$ cat src/rtl/core/cfpc_pkg.sv
// Package: shared types, constants and the CRC byte update for the frame checker.
`timescale 1ns / 1ps

package cfpc_pkg;

  // Default saturation limit of the byte counter
  localparam int unsigned CFPC_COUNT_LIMIT = 63;

  // Frame geometry
  localparam int unsigned MIN_BYTES     = 18;
  localparam int unsigned HDR_BYTES     = 16;
  localparam int unsigned LEN_SENSOR    = 41;
  localparam int unsigned LEN_HEARTBEAT = 28;
  localparam int unsigned LEN_FAULT     = 26;

  // CRC-16/CCITT-FALSE
  localparam logic [15:0] CRC_INIT = 16'hFFFF;
  localparam logic [15:0] CRC_POLY = 16'h1021;
  localparam logic [15:0] CRC_TOP  = 16'h8000;

  // Configuration register indexes
  localparam int unsigned CFG_IDX_W = 3;
  typedef enum logic [CFG_IDX_W-1:0] {
    CFG_MAGIC     = 3'd0,
    CFG_VERSION   = 3'd1,
    CFG_SENSOR    = 3'd2,
    CFG_HEARTBEAT = 3'd3,
    CFG_FAULT     = 3'd4
  } cfg_idx_e;

  localparam int unsigned CFG_DATA_W = 16;

  typedef enum logic [2:0] {
    ST_OK       = 3'd0,
    ST_BAD_LEN  = 3'd1,
    ST_BAD_MAGIC = 3'd2,
    ST_BAD_VER  = 3'd3,
    ST_BAD_TYPE = 3'd4,
    ST_BAD_CRC  = 3'd5
  } status_e;

  typedef enum logic [1:0] {
    KIND_SENSOR    = 2'd0,
    KIND_HEARTBEAT = 2'd1,
    KIND_FAULT     = 2'd2,
    KIND_UNKNOWN   = 2'd3
  } kind_e;

  typedef struct packed {
    logic [15:0] magic_word;
    logic [7:0]  expected_version;
    logic [7:0]  sensor_type_code;
    logic [7:0]  heartbeat_type_code;
    logic [7:0]  fault_type_code;
  } cfg_t;

  typedef struct packed {
    logic [7:0] data_byte;
    logic       last_byte;
  } in_item_t;

  typedef struct packed {
    status_e     status;
    kind_e       msg_kind;
    logic [31:0] node_word;
    logic [31:0] sequence_word;
    logic [31:0] uptime_word;
  } out_item_t;

  // Fold one byte into the CRC, MSB first
  function automatic logic [15:0] crc_fold(input logic [15:0] crc, input logic [7:0] b);
    logic [15:0] c;
    c = crc ^ {b, 8'h00};
    for (int k = 0; k < 8; k++) begin
      if ((c & CRC_TOP) != 16'h0000) begin
        c = {c[14:0], 1'b0} ^ CRC_POLY;
      end else begin
        c = {c[14:0], 1'b0};
      end
    end
    return c;
  endfunction

endpackage

$ cat src/rtl/core/cfpc_parser.sv
// Input register, per-packet state and status evaluation of the frame checker.
`timescale 1ns / 1ps

module cfpc_parser
  import cfpc_pkg::*;
#(
  parameter int unsigned COUNT_LIMIT = CFPC_COUNT_LIMIT
) (
  input  logic      clk_i,
  input  logic      rst_ni,
  input  cfg_t      cfg_i,
  input  logic      in_valid_i,
  output logic      in_ready_o,
  input  in_item_t  in_data_i,
  output logic      res_valid_o,
  input  logic      res_ready_i,
  output out_item_t res_o
);

  localparam int unsigned CntW = $clog2(COUNT_LIMIT + 1);

  // Input register
  logic     in_valid_q;
  in_item_t in_q;

  // Per-packet state
  logic [15:0]   crc_q, crc_d;
  logic [7:0]    held0_q, held0_d, held1_q, held1_d;
  logic [CntW-1:0] cnt_q, cnt_d;
  logic [7:0]    magic_low_q, magic_low_d;
  logic [1:0]    marks_q, marks_d;
  kind_e         kind_q, kind_d;
  logic [31:0]   words_q [3];
  logic [31:0]   words_d [3];

  logic          advance;
  logic [1:0]    word_idx;
  logic [7:0]    b;
  logic [CntW-1:0] want;
  status_e       status;

  // A non-final byte always moves on; a final byte waits for the result slot
  assign advance    = in_valid_q && (!in_q.last_byte || res_ready_i);
  assign in_ready_o = !in_valid_q || advance;

  always_ff @(posedge clk_i or negedge rst_ni) begin
    if (!rst_ni) begin
      in_valid_q <= 1'b0;
    end else if (in_valid_i && in_ready_o) begin
      in_valid_q <= 1'b1;
    end else if (advance) begin
      in_valid_q <= 1'b0;
    end
  end

  always_ff @(posedge clk_i) begin
    if (in_valid_i && in_ready_o) begin
      in_q <= in_data_i;
    end
  end

  // Header capture, delayed CRC and counter update for the held byte
  assign b        = in_q.data_byte;
  assign word_idx = cnt_q[3:2] - 2'd1;

  always_comb begin
    crc_d       = crc_q;
    magic_low_d = magic_low_q;
    marks_d     = marks_q;
    kind_d      = kind_q;
    words_d     = words_q;
    if (cnt_q == CntW'(0)) begin
      magic_low_d = b;
    end else if (cnt_q == CntW'(1)) begin
      if ({b, magic_low_q} != cfg_i.magic_word) marks_d[0] = 1'b1;
    end else if (cnt_q == CntW'(2)) begin
      if (b != cfg_i.expected_version) marks_d[1] = 1'b1;
    end else if (cnt_q == CntW'(3)) begin
      if (b == cfg_i.sensor_type_code)         kind_d = KIND_SENSOR;
      else if (b == cfg_i.heartbeat_type_code) kind_d = KIND_HEARTBEAT;
      else if (b == cfg_i.fault_type_code)     kind_d = KIND_FAULT;
      else                                     kind_d = KIND_UNKNOWN;
    end else if (cnt_q < CntW'(HDR_BYTES)) begin
      words_d[word_idx][{cnt_q[1:0], 3'b000} +: 8] = b;
    end
    if (cnt_q >= CntW'(2)) crc_d = crc_fold(crc_q, held0_q);
    held0_d = held1_q;
    held1_d = b;
    cnt_d   = (cnt_q < CntW'(COUNT_LIMIT)) ? cnt_q + CntW'(1) : cnt_q;
  end

  // Checks in priority order on the updated state
  always_comb begin
    unique case (kind_d)
      KIND_SENSOR:    want = CntW'(LEN_SENSOR);
      KIND_HEARTBEAT: want = CntW'(LEN_HEARTBEAT);
      default:        want = CntW'(LEN_FAULT);
    endcase
    if (cnt_d < CntW'(MIN_BYTES))     status = ST_BAD_LEN;
    else if (marks_d[0])              status = ST_BAD_MAGIC;
    else if (marks_d[1])              status = ST_BAD_VER;
    else if (kind_d == KIND_UNKNOWN)  status = ST_BAD_TYPE;
    else if (cnt_d != want)           status = ST_BAD_LEN;
    else if (crc_d != {held1_d, held0_d}) status = ST_BAD_CRC;
    else                              status = ST_OK;
  end

  assign res_valid_o         = in_valid_q && in_q.last_byte;
  assign res_o.status        = status;
  assign res_o.msg_kind      = kind_d;
  assign res_o.node_word     = (status == ST_OK) ? words_d[0] : 32'h0;
  assign res_o.sequence_word = (status == ST_OK) ? words_d[1] : 32'h0;
  assign res_o.uptime_word   = (status == ST_OK) ? words_d[2] : 32'h0;

  // Advance the packet state; clear it after the final byte
  always_ff @(posedge clk_i or negedge rst_ni) begin
    if (!rst_ni) begin
      crc_q       <= CRC_INIT;
      held0_q     <= 8'h00;
      held1_q     <= 8'h00;
      cnt_q       <= '0;
      magic_low_q <= 8'h00;
      marks_q     <= 2'b00;
      kind_q      <= KIND_UNKNOWN;
      words_q     <= '{default: 32'h0};
    end else if (advance) begin
      if (in_q.last_byte) begin
        crc_q       <= CRC_INIT;
        held0_q     <= 8'h00;
        held1_q     <= 8'h00;
        cnt_q       <= '0;
        magic_low_q <= 8'h00;
        marks_q     <= 2'b00;
        kind_q      <= KIND_UNKNOWN;
        words_q     <= '{default: 32'h0};
      end else begin
        crc_q       <= crc_d;
        held0_q     <= held0_d;
        held1_q     <= held1_d;
        cnt_q       <= cnt_d;
        magic_low_q <= magic_low_d;
        marks_q     <= marks_d;
        kind_q      <= kind_d;
        words_q     <= words_d;
      end
    end
  end

  a_cnt_limit: assert property (@(posedge clk_i) disable iff (!rst_ni)
    cnt_q <= CntW'(COUNT_LIMIT))
    else $error("byte counter beyond its limit");

  a_clear_after_last: assert property (@(posedge clk_i) disable iff (!rst_ni)
    advance && in_q.last_byte |=> cnt_q == '0 && crc_q == CRC_INIT && kind_q == KIND_UNKNOWN)
    else $error("packet state not cleared after final byte");

  a_count_moves: assert property (@(posedge clk_i) disable iff (!rst_ni)
    advance && !in_q.last_byte |=> cnt_q != '0)
    else $error("byte counter did not advance");

  a_ok_kind: assert property (@(posedge clk_i) disable iff (!rst_ni)
    res_valid_o && res_o.status == ST_OK |-> res_o.msg_kind != KIND_UNKNOWN)
    else $error("good packet reported with unknown kind");

endmodule

$ cat config.mk
export PLATFORM = sky130hd
export DESIGN_NAME = cfpc_parser
export DESIGN_NICKNAME = d
export VERILOG_FILES = /design/src/rtl/core/cfpc_pkg.sv /design/src/rtl/core/cfpc_parser.sv
export SDC_FILE = /design/constraint.sdc
export NUM_CORES = 1
export LEC_CHECK = 0
export ABC_CLOCK_PERIOD_IN_PS = 3160
export BUFFER_PORTS_ARGS = -buffer_cell sky130_fd_sc_hd__buf_2
export CAP_MARGIN = 20
export CORE_MARGIN = 3
export CORE_UTILIZATION = 35
export CTS_CLUSTER_SIZE = 14
export DETAILED_ROUTE_END_ITERATION = 8
export PLACE_DENSITY = 0.57
export SKIP_LAST_GASP = 1
export SLEW_MARGIN = 20
export SYNTH_ARGS = -nofsm -noshare
export SYNTH_HDL_FRONTEND = slang
export SYNTH_SLANG_ARGS = --single-unit
$ cat constraint.sdc
create_clock -name clk_i -period 3.16 [get_ports clk_i]
set_input_delay 0.474 -clock clk_i [delete_from_list [all_inputs] [get_ports clk_i]]
set_output_delay 0.474 -clock clk_i [all_outputs]
set_load 0.005 [all_outputs]
==> reports/metrics.yaml, run 1 <==
outcome:
  status: "finished with violations"
  failed_checks: "negative setup slack"
die:
  die_w_um: 179
  y_dimension_of_the_die_um: 179
  die_area_um2: 32000
  rows: 62
  top_level_ports: 164
  initial_core_util_pct: 36.0
  placeableCoreArea_um2: 29100
sta:
  clock_skew_ns: 0.0160
  fmax_mhz: 264
  timing_max_transition_violations_final: 0
  post_route_hold_slack_ns: 0.220
  layout_worst_path_cycle_share_pct: 120
  grt_setup_unrepaired: "yes"
  tightestPinTransition_ns: 0.945
  slew_headroom_pct: 37.0
  finalHoldViolations: 0
  finalSetupViolCount: 98
  setup_total_negative_slack_ns: -53.82
  setup_ws_ns: -0.633
  fin_crit_ns: 3.79
critical_path:
  worst-setup-path-type: "reg -> out"
  crit_path_cell_trace: "nor4_4, buf_4, nand4b_1, a41o_1, o21a_2, nor4_4, a2bb2o_4, clkbuf_16, nor4_1, buf_2"
  critical_path_start_type: "flip-flop"
  critPathBufInv: 3
  cpLargestDelayFamily: "simple AND/OR/NAND/NOR gates"
  cpMaxStageDelayCell: "sky130_fd_sc_hd__dfrtp_2"
  worstPathRequired_ns: 2.69
  cpMostUsedCell: "sky130_fd_sc_hd__nor4_4"
  timing.critical_path.to_type: "output pin"
  critPathMaxFanout: 14
  cp.arrival_ns: 3.32
  critPathMaxStageDelay_ns: 0.43
pwr:
  power.total_mw: 9.28
  vdd_drop_max_uv: 307
  power.leakage_nw: 6.73
  power.density_cell_area_nw_per_um2: 659
global_routing:
  grt_antenna_before_repair: 0
  largest_net_degree_at_the_start_of_global_routing: 94
  grt_overflow_total: 0
  grt_first_pass_wirelength_um: 54500
  globalRouteTotalUtil_pct: 21.8
  first_global_vias: 9492
placement:
  number_of_i_o_port_buffers: 163
  gp_congestion: 0.904
  placed_cell_area_um2: 12600
  dp.cells: 1752
  place_ws_ns: -0.227
  detailed_place_hpwl_um: 25100
cells_and_area:
  area_taken_by_multi_input_logic_gates_um2: 6670
  layout.cells.non_filler: 1801
  post-route-util_pct: 48.4
  area.sequential_um2: 3970
  area_delta_synth_final_pct: 34.7
  filler_cell_count: 2745
  finalInstanceArea_um2: 14100
  finish.net_count: 1471
  n_antenna_cell: 0
  post_route_cells_drive_above_1_share_pct: 31.9
route:
  via_per_inst: 5.61
  postRouteWirelength_um: 36700
  drtAntennaViolNets: 0
  drcViolationCount: 0
  detailedRoute.firstIterationViolations: 858
  drt_first_pass_iters: 5
  dr_total_vias: 10100
  avgRoutedWirePerCell_um: 20.4
synthesis:
  post_synth.cell_area_avg_um2: 8.76
  synth_sequential_area_ratio_pct: 38.0
  synth_cell_types: 68
  number_of_enable_type_register_cells_in_the_synthesized_netlist: 9
  syn-instance-count: 1194
  synth_async_sr_flop_share_pct: 94.2
  ys.warnings.count: 0
  synth-seq-cells: 156
  synth-main-ff-cell: "sky130_fd_sc_hd__dfrtp_1"
  mapped_nets: 1260
  post_synth_instance_area_um2: 10500
cts:
  clkTransAtPathRegs_ns: 0.07
  cts.htree.levels: 4
  clkSinkCount: 156
  cts_buffer_depth: 2
  insertion_delay_ns: 0.43
  number_of_buffers_created_by_cts: 17
  root_buffer: "sky130_fd_sc_hd__clkbuf_16"
  cts_tree: "done"
job:
  max_cap_violations: 0
worst_hold_path:
  min-delay-path-class: "in -> reg"
## worst register-to-register path, delay by kind of cell, from the launching register on
kind                   cells  cell delay, ns
AND/OR/NAND/NOR            3            1.47
buffers and inverters      3            0.49
flip-flops                 1            0.43
AO/OA/AOI/OAI              2            0.31
## metal layers
layer / up-vias / GRT usage [%] / share of wire (%)
li1: 4763 / - / -
met1: 4988 / 31.1 / 46
met2: 312 / 34.5 / 47
met3: 44 / 2.63 / 4.7
met4: 0 / 6.66 / 2.2
met5: - / 0 / 0
## cells in the final DEF (no fill, tap or decap), types with 5 or more instances in the layout
| cell type | count |
|---|---|
| sky130_fd_sc_hd__a22o_1 | 7 |
| sky130_fd_sc_hd__buf_12 | 10 |
| sky130_fd_sc_hd__a2bb2oi_1 | 6 |
| sky130_fd_sc_hd__nor3_1 | 7 |
| sky130_fd_sc_hd__o22a_1 | 10 |
| sky130_fd_sc_hd__a21oi_1 | 56 |
| sky130_fd_sc_hd__o21ai_0 | 110 |
| sky130_fd_sc_hd__inv_1 | 10 |
| sky130_fd_sc_hd__nand3_1 | 21 |
| sky130_fd_sc_hd__xor2_1 | 43 |
| sky130_fd_sc_hd__dfstp_2 | 18 |
| sky130_fd_sc_hd__mux2i_1 | 81 |
| sky130_fd_sc_hd__xnor2_1 | 46 |
| sky130_fd_sc_hd__nor4_4 | 44 |
| sky130_fd_sc_hd__buf_4 | 127 |
| sky130_fd_sc_hd__dfrtp_1 | 127 |
| sky130_fd_sc_hd__a22oi_1 | 67 |
| sky130_fd_sc_hd__bufinv_16 | 5 |
| sky130_fd_sc_hd__ha_1 | 5 |
| sky130_fd_sc_hd__buf_2 | 162 |
| sky130_fd_sc_hd__nor4_2 | 27 |
| sky130_fd_sc_hd__nor2_1 | 66 |
| sky130_fd_sc_hd__clkbuf_16 | 25 |
| sky130_fd_sc_hd__nand4_1 | 7 |
| sky130_fd_sc_hd__edfxtp_1 | 9 |
| sky130_fd_sc_hd__nor4_1 | 41 |
| sky130_fd_sc_hd__a32oi_1 | 6 |
| sky130_fd_sc_hd__and2_1 | 24 |
| sky130_fd_sc_hd__nand2_1 | 155 |
## report_power, final
part	switching, mW	total (mW)	leakage [nW]	internal, mW
logic	2.00	3.81	4.45	1.81
registers	0.481	3.13	1.96	2.65
clock network	0.893	2.35	0.316	1.46
total	3.37	9.28	6.73	5.91
## cells in the mapped netlist, types with 8 or more instances
library cell	count	share of area, %
sky130_fd_sc_hd__dfrtp_1	129	31
sky130_fd_sc_hd__nor4_1	80	4.8
sky130_fd_sc_hd__o22a_1	10	0.84
sky130_fd_sc_hd__a22oi_1	67	4.8
sky130_fd_sc_hd__buf_1	20	0.72
sky130_fd_sc_hd__mux2i_1	81	7.7
sky130_fd_sc_hd__inv_1	12	0.43
sky130_fd_sc_hd__buf_2	11	0.53
sky130_fd_sc_hd__and2_1	24	1.4
sky130_fd_sc_hd__nand3_1	21	1.0
sky130_fd_sc_hd__clkbuf_1	85	3.0
sky130_fd_sc_hd__a21oi_1	56	2.7
sky130_fd_sc_hd__xnor2_1	48	4.0
sky130_fd_sc_hd__nand2_1	156	5.6
sky130_fd_sc_hd__edfxtp_1	9	2.6
sky130_fd_sc_hd__nor4_2	31	3.7
sky130_fd_sc_hd__nor2_1	67	2.4
sky130_fd_sc_hd__xor2_1	43	3.6
sky130_fd_sc_hd__nor3_1	8	0.38
sky130_fd_sc_hd__o21ai_0	111	5.3
sky130_fd_sc_hd__dfstp_2	18	4.5
## state kept, by name, indices dropped and copies added, names as in the netlist
name,cells
kind_q,2
held0_d,8
b,8
in_q,1
in_valid_q,1
cnt_q,6
held0_q,8
marks_q,2
magic_low_q,8
crc_q,16
words_q,96
## cell type report
type / instances / share of cell area (%)
multi-input cells: 904 / 47.4
flip-flops and latches: 156 / 28.2
repair buffers: 313 / 16.0
well taps: 384 / 3.41
clock buffers: 19 / 3.22
clock inverters: 12 / 1.48
inverters: 13 / 0.346
## what timing repair did
action	4_1_cts	5_1_grt
setup buffers	1	5
hold endpoints to repair	21	0
gates cloned	0	11
hold buffers	1	0
setup endpoints to repair	98	99
resized for setup	17	60
pin swaps	0	19
## worst paths after layout
kind | startpoint | cells after the start | slack, ns | endpoint
worst max-delay path | cnt_q[5] | 10 | -0.63 | res_o[88]
worst min-delay path | in_data_i[7] | 1 | 0.22 | b[6]
worst max register to register | cnt_q[5] | 8 | 0.37 | words_q[65]
worst min register to register | words_q[29] | 2 | 0.48 | words_q[29]
max in group asynchronous | rst_ni | 3 | 1.85 | crc_q[13]
min in group asynchronous | rst_ni | 2 | 0.48 | magic_low_q[4]
## logic make-up (layout without fill, tap and decap cells)
kind of cell | Yosys count | after routing | share of synthesized area, %
AO/OA/AOI/OAI | 300 | 301 | 18.0
XOR/XNOR | 97 | 97 | 8.80
adder cells (fa/ha/maj) | 5 | 5 | 0.598
buffers and inverters | 135 | 357 | 5.25
flip-flops | 156 | 156 | 38.0
multiplexers | 82 | 82 | 7.86
AND/OR/NAND/NOR | 419 | 419 | 21.6
Power figures use the tool's default switching activity.
==> inputs of run 2 (changes only) <==
--- a/config.mk
+++ b/config.mk
@@ -12,7 +12,7 @@
 export CORE_UTILIZATION = 35
 export CTS_CLUSTER_SIZE = 14
 export DETAILED_ROUTE_END_ITERATION = 8
-export PLACE_DENSITY = 0.57
+export PLACE_DENSITY_LB_ADDON = 0.1
 export SKIP_LAST_GASP = 1
 export SLEW_MARGIN = 20
 export SYNTH_ARGS = -nofsm -noshare
==> run 2 against run 1 <==
  * The run still ends with negative setup slack left
  * Hold slack worse by 0.0088 ns
  * Power decreased by 1.2%
  * Register-to-register slack improved by 0.20 ns
  * Design area is 4.7% lower
  * Routed wire length decreased by 4.7%
  * Global-route usage is 0.11 points higher
  * Final cell count is 1.3% lower
  * Fmax is 1.3% higher
  * Non-clock buffer count is 22 lower
  * Core utilization decreased by 2.3 points
  * Critical path type unchanged
  * Largest power group unchanged
==> reports/metrics.yaml, run 2 (synthesized netlist as in run 1, its figures left out) <==
cells_and_area:
  finish.net_count: 1448
  layout.cells.most_common_list: "sky130_fd_sc_hd__buf_2 (162), sky130_fd_sc_hd__nand2_1 (154), sky130_fd_sc_hd__dfrtp_1 (128)"
  max_flop_register: "words_q"
  largest_registers: "words_q (96), crc_q (16)"
  post-route-util_pct: 46.2
  area.sequential_um2: 3970
  largest_register_ff_count: 96
  post_route_cells_drive_above_1_share_pct: 29.7
  area_delta_synth_final_pct: 28.4
  n_antenna_cell: 0
  finalInstanceArea_um2: 13400
  area_taken_by_multi_input_logic_gates_um2: 6370
  filler_cell_count: 2804
  mostFrequentLayoutCell: "sky130_fd_sc_hd__buf_2"
global_routing:
  globalRouteTotalUtil_pct: 21.9
  first_global_vias: 9497
  grt_antenna_before_repair: 0
  largest_net_degree_at_the_start_of_global_routing: 88
  grt_overflow_total: 0
  grt_first_pass_wirelength_um: 54500
worst_hold_path:
  worst_hold_path.num_cells: 1
  timing.hold.worst.start: "in_data_i[4]"
  timing.hold.worst_endpoint: "b[3]"
  min-delay-path-class: "in -> reg"
pwr:
  power.density_cell_area_nw_per_um2: 683
  vdd_drop_max_uv: 325
  power.leakage_nw: 6.24
sta:
  finalHoldViolations: 0
  fmax_mhz: 267
  finalSetupViolCount: 98
  layout_worst_path_cycle_share_pct: 118
  setup_ws_ns: -0.584
  grt_setup_unrepaired: "yes"
  fin_crit_ns: 3.74
  clock_skew_ns: 0.0154
  setup_total_negative_slack_ns: -52.53
  slew_headroom_pct: 38.1
  tightestPinTransition_ns: 0.925
  timing_max_transition_violations_final: 0
critical_path:
  critPathMaxFanout: 34
  worstRegToRegCells: 7
  crit_path_cell_trace: "xor2_4, xnor3_1, a222oi_1, o22ai_1, nor4_4, nand4_4, buf_12, nor4_1, buf_2"
  worstPathRequired_ns: 2.69
  critPathMaxStageDelay_ns: 0.57
  cpLargestDelayFamily: "simple AND/OR/NAND/NOR gates"
  critPathBufInv: 2
  timing.reg2reg.setup_slack_ns: 0.57
  critical_path_start_type: "flip-flop"
  worst-setup-path-type: "reg -> out"
  timing.critical_path.depth: 9
  timing.critical_path.to_type: "output pin"
  cp.arrival_ns: 3.27
  r2r-start: "cnt_q[4]"
  worstReg2RegEnd: "words_q[66]"
  cpMaxStageDelayCell: "sky130_fd_sc_hd__dfstp_2"
die:
  initial_core_util_pct: 36.0
  die_w_um: 179
  placeableCoreArea_um2: 29100
  rows: 62
  y_dimension_of_the_die_um: 179
  die_area_um2: 32000
  top_level_ports: 164
cts:
  clkSinkCount: 156
  root_buffer: "sky130_fd_sc_hd__clkbuf_16"
  insertion_delay_ns: 0.43
  cts.htree.levels: 4
  clkTransAtPathRegs_ns: 0.07
  cts_buffer_depth: 2
  cts_tree: "done"
  number_of_buffers_created_by_cts: 17
route:
  avgRoutedWirePerCell_um: 19.7
  via_per_inst: 5.52
  drcViolationCount: 0
  drt_first_pass_iters: 5
  drtAntennaViolNets: 0
  postRouteWirelength_um: 35000
  dr_total_vias: 9810
  detailedRoute.firstIterationViolations: 800
placement:
  placed_cell_area_um2: 12500
  gp_congestion: 0.861
  detailed_place_hpwl_um: 24900
  place_ws_ns: -0.243
  number_of_i_o_port_buffers: 163
outcome:
  failed_checks: "negative setup slack"
  status: "finished with violations"
job:
  max_cap_violations: 0
## run 2: area by class of cell
class | instances | area share, %
well taps | 384 | 3.58
clock inverters | 9 | 1.37
inverters | 13 | 0.363
multi-input cells | 903 | 47.4
repair buffers | 291 | 14.1
flip-flops and latches | 156 | 29.6
clock buffers | 22 | 3.61
## run 2: worst reg2reg max path: cells and delay by family, from the launching register on
kind | cells | cell delay, ns
simple gates | 3 | 1.40
flops | 1 | 0.43
buf+inv | 2 | 0.37
compound gates | 2 | 0.32
## run 2: where the power goes
group | switching (mW) | total [mW] | leakage [nW] | internal (mW)
combinational | 1.91 | 3.66 | 3.95 | 1.75
sequential | 0.480 | 3.13 | 1.96 | 2.65
clock | 0.892 | 2.39 | 0.322 | 1.49
## run 2: metrics by stage
stage                     power [mW]  hold slack [ns]  std cells
after floorplan                 5.41            0.178       1194
after global placement          6.70            0.445       1744
after detailed placement        6.73            0.440       1744
after CTS                       9.17            0.192       1776
after global routing            9.75            0.193       1778
final                           9.17            0.211       1778
## run 2: worst max-delay path by stage
stage,to,slack [ns],start
6_report,res_o[81],-0.58,crc_q[13]
5_1_grt,res_o[31],-0.81,b[1]
4_1_cts,res_o[52],-0.60,crc_q[13]
3_5_place_dp,res_o[54],-0.24,cnt_q[2]
3_3_place_gp,res_o[73],-0.18,b[1]
2_1_floorplan,res_o[22],-0.05,cnt_q[0]
## run 2: what timing repair did
action | 4_1_cts | 5_1_grt
buffers inserted | 0 | 2
resized for setup | 11 | 26
endpoints found under the setup margin | 98 | 99
hold endpoints to repair | 44 | 0
hold buffers | 1 | 0
## run 2: routing by layer
| layer | vias up | share of wire, % | global-route usage [%] | routed length [µm] |
|---|---|---|---|---|
| met5 | - | 0 | 0 | 0 |
| met1 | 4846 | 48 | 31.1 | 16700 |
| met3 | 23 | 4.1 | 3.32 | 1430 |
| met2 | 234 | 47 | 34.8 | 16400 |
| met4 | 0 | 1.3 | 5.84 | 469 |
| li1 | 4707 | - | - | - |
==> inputs of run 3 (changes only) <==
--- a/config.mk
+++ b/config.mk
@@ -12,7 +12,9 @@
 export CORE_UTILIZATION = 35
 export CTS_CLUSTER_SIZE = 14
 export DETAILED_ROUTE_END_ITERATION = 8
+export MAX_ROUTING_LAYER = met4
 export PLACE_DENSITY_LB_ADDON = 0.1
+export SETUP_SLACK_MARGIN = 0.3
 export SKIP_LAST_GASP = 1
 export SLEW_MARGIN = 20
 export SYNTH_ARGS = -nofsm -noshare
==> run 3 against run 2 <==
  * The run still ends with negative setup slack left
  * Fmax decreased by 0.54%
  * Final cell count increased by 3.5%
  * Combinational power increased by 12%
  * Routed wire length increased by 6.0%
  * Critical path depth increased by 1
  * Flip-flop and latch count unchanged
  * Non-clock buffer count increased by 61
  * Hold slack got worse by 0.19 ns
  * Global-route usage increased by 1.3 points
  * Largest cell class unchanged
  * Largest power group unchanged
  * Sequential power about the same
  * Design area increased by 10%
  * Core utilization increased by 4.7 points
==> reports/metrics.yaml, run 3 (synthesized netlist as in run 1, its figures left out) <==
outcome:
  status: "finished with violations"
  failed_checks: "negative setup slack"
cells_and_area:
  finish.net_count: 1510
  largest_registers: "words_q (96), crc_q (16)"
  largest_register_ff_count: 96
  area_delta_synth_final_pct: 41.3
  mostFrequentLayoutCell: "sky130_fd_sc_hd__buf_2"
  n_antenna_cell: 0
  layout.cells.most_common_list: "sky130_fd_sc_hd__buf_2 (162), sky130_fd_sc_hd__buf_4 (159), sky130_fd_sc_hd__nand2_1 (153)"
  filler_cell_count: 2714
  post_route_cells_drive_above_1_share_pct: 37.4
  max_flop_register: "words_q"
cts:
  cts.htree.levels: 4
  clkTransAtPathRegs_ns: 0.07
  cts.hold.buffers_added: 0
  cts_buffer_depth: 2
  clkSinkCount: 156
  insertion_delay_ns: 0.43
  cts_tree: "done"
  number_of_buffers_created_by_cts: 17
  root_buffer: "sky130_fd_sc_hd__clkbuf_16"
global_routing:
  first_global_vias: 9581
  grt_first_pass_wirelength_um: 55900
  grt_overflow_total: 0
  globalRouteTotalUtil_pct: 23.2
  largest_net_degree_at_the_start_of_global_routing: 77
  grt_antenna_before_repair: 0
critical_path:
  cp.arrival_ns: 3.29
  timing.reg2reg.setup_slack_ns: 0.50
  r2r-start: "cnt_q[4]"
  critPathMaxFanout: 23
  worstRegToRegCells: 8
  worstReg2RegEnd: "words_q[64]"
  worst-setup-path-type: "reg -> out"
  worstPathRequired_ns: 2.69
  critical_path_start_type: "flip-flop"
  timing.critical_path.to_type: "output pin"
route:
  detailedRoute.firstIterationViolations: 774
  avgRoutedWirePerCell_um: 20.1
  drt_first_pass_iters: 5
  drtAntennaViolNets: 0
  postRouteWirelength_um: 37100
  drcViolationCount: 0
  dr_total_vias: 10200
  via_per_inst: 5.51
placement:
  gp_congestion: 0.849
  detailed_place_hpwl_um: 25400
  number_of_i_o_port_buffers: 163
  place_ws_ns: -0.272
sta:
  layout_worst_path_cycle_share_pct: 119
  slew_headroom_pct: 48.0
  fmax_mhz: 266
  setup_ws_ns: -0.604
  clock_skew_ns: 0.0112
  tightestPinTransition_ns: 0.778
  finalHoldViolations: 0
  grt_setup_unrepaired: "yes"
  setup_total_negative_slack_ns: -53.00
  fin_crit_ns: 3.76
  timing_max_transition_violations_final: 0
  finalSetupViolCount: 98
pwr:
  power.density_cell_area_nw_per_um2: 628
  vdd_drop_max_uv: 395
  power.leakage_nw: 7.10
die:
  y_dimension_of_the_die_um: 179
  die_w_um: 179
  initial_core_util_pct: 36.0
  top_level_ports: 164
  rows: 62
  placeableCoreArea_um2: 29100
  die_area_um2: 32000
job:
  max_cap_violations: 0
worst_hold_path:
  min-delay-path-class: "in -> async"
## run 3: how the worst max path moves through the flow
stage	cells past startpoint	slack, ns	end	startpoint
floorplan	14	0.07	res_o[10]	cnt_q[1]
global placement	9	-0.32	res_o[0]	crc_q[10]
detailed placement	11	-0.27	res_o[87]	crc_q[13]
global route	10	-0.76	res_o[64]	crc_q[13]
finish	10	-0.60	res_o[64]	crc_q[13]
CTS	10	-0.59	res_o[64]	crc_q[13]
## run 3: repair_timing
item                                   4_1_cts  5_1_grt
buffers inserted                             3       12
pin swaps                                    7       14
endpoints found under the hold margin        0        0
cloned                                       1        8
setup endpoints to repair                   99      114
resized for setup                           11       62
## run 3: report_power, final
group | switching, mW | total [mW] | leakage (nW) | internal [mW]
Sequential | 0.478 | 3.12 | 1.96 | 2.65
Combinational | 2.12 | 4.10 | 4.86 | 1.98
Clock | 0.942 | 2.06 | 0.276 | 1.12
## run 3: per-layer routing
metal	up-vias	part of all wire, %	global-route usage, %
met3	39	4.0	2.46
met5	-	0	-
li1	4829	-	-
met4	0	1.7	5.45
met1	5034	46	32.7
met2	250	48	35.9
## run 3: critical path: stages (launching register included)
cell	delay, ns
sky130_fd_sc_hd__dfstp_2	0.58
sky130_fd_sc_hd__xor2_4	0.18
sky130_fd_sc_hd__xnor3_1	0.36
sky130_fd_sc_hd__a222oi_1	0.39
sky130_fd_sc_hd__o22ai_2	0.15
sky130_fd_sc_hd__nor4_4	0.21
sky130_fd_sc_hd__nand4_4	0.14
sky130_fd_sc_hd__buf_12	0.17
sky130_fd_sc_hd__buf_12	0.17
sky130_fd_sc_hd__nor4_1	0.31
sky130_fd_sc_hd__buf_2	0.17
## run 3: area by class of cell
type | instances | area (µm²) | area share (%)
tap | 384 | 480 | 3.25
timing repair buffer | 352 | 2620 | 17.7
multi-input combinational | 904 | 7080 | 47.9
clock inverter | 11 | 97.6 | 0.660
clock buffer | 21 | 482 | 3.26
inverter | 13 | 53.8 | 0.364
sequential | 156 | 3980 | 26.9
## run 3: per-stage QoR
step | area (µm²) | hold WS [ns] | power, mW | std cells | util, %
2_1_floorplan | 11300 | 0.178 | 5.50 | 1194 | -
3_3_place_gp | 13400 | 0.456 | 6.99 | 1785 | 46.2
3_5_place_dp | 13400 | 0.464 | 7.04 | 1785 | 46.2
4_1_cts | 14100 | 0.0406 | 9.20 | 1821 | 48.6
5_1_grt | 14800 | 0.0550 | 9.89 | 1841 | 50.8
6_report | 14800 | 0.0184 | 9.29 | 1841 | 50.8
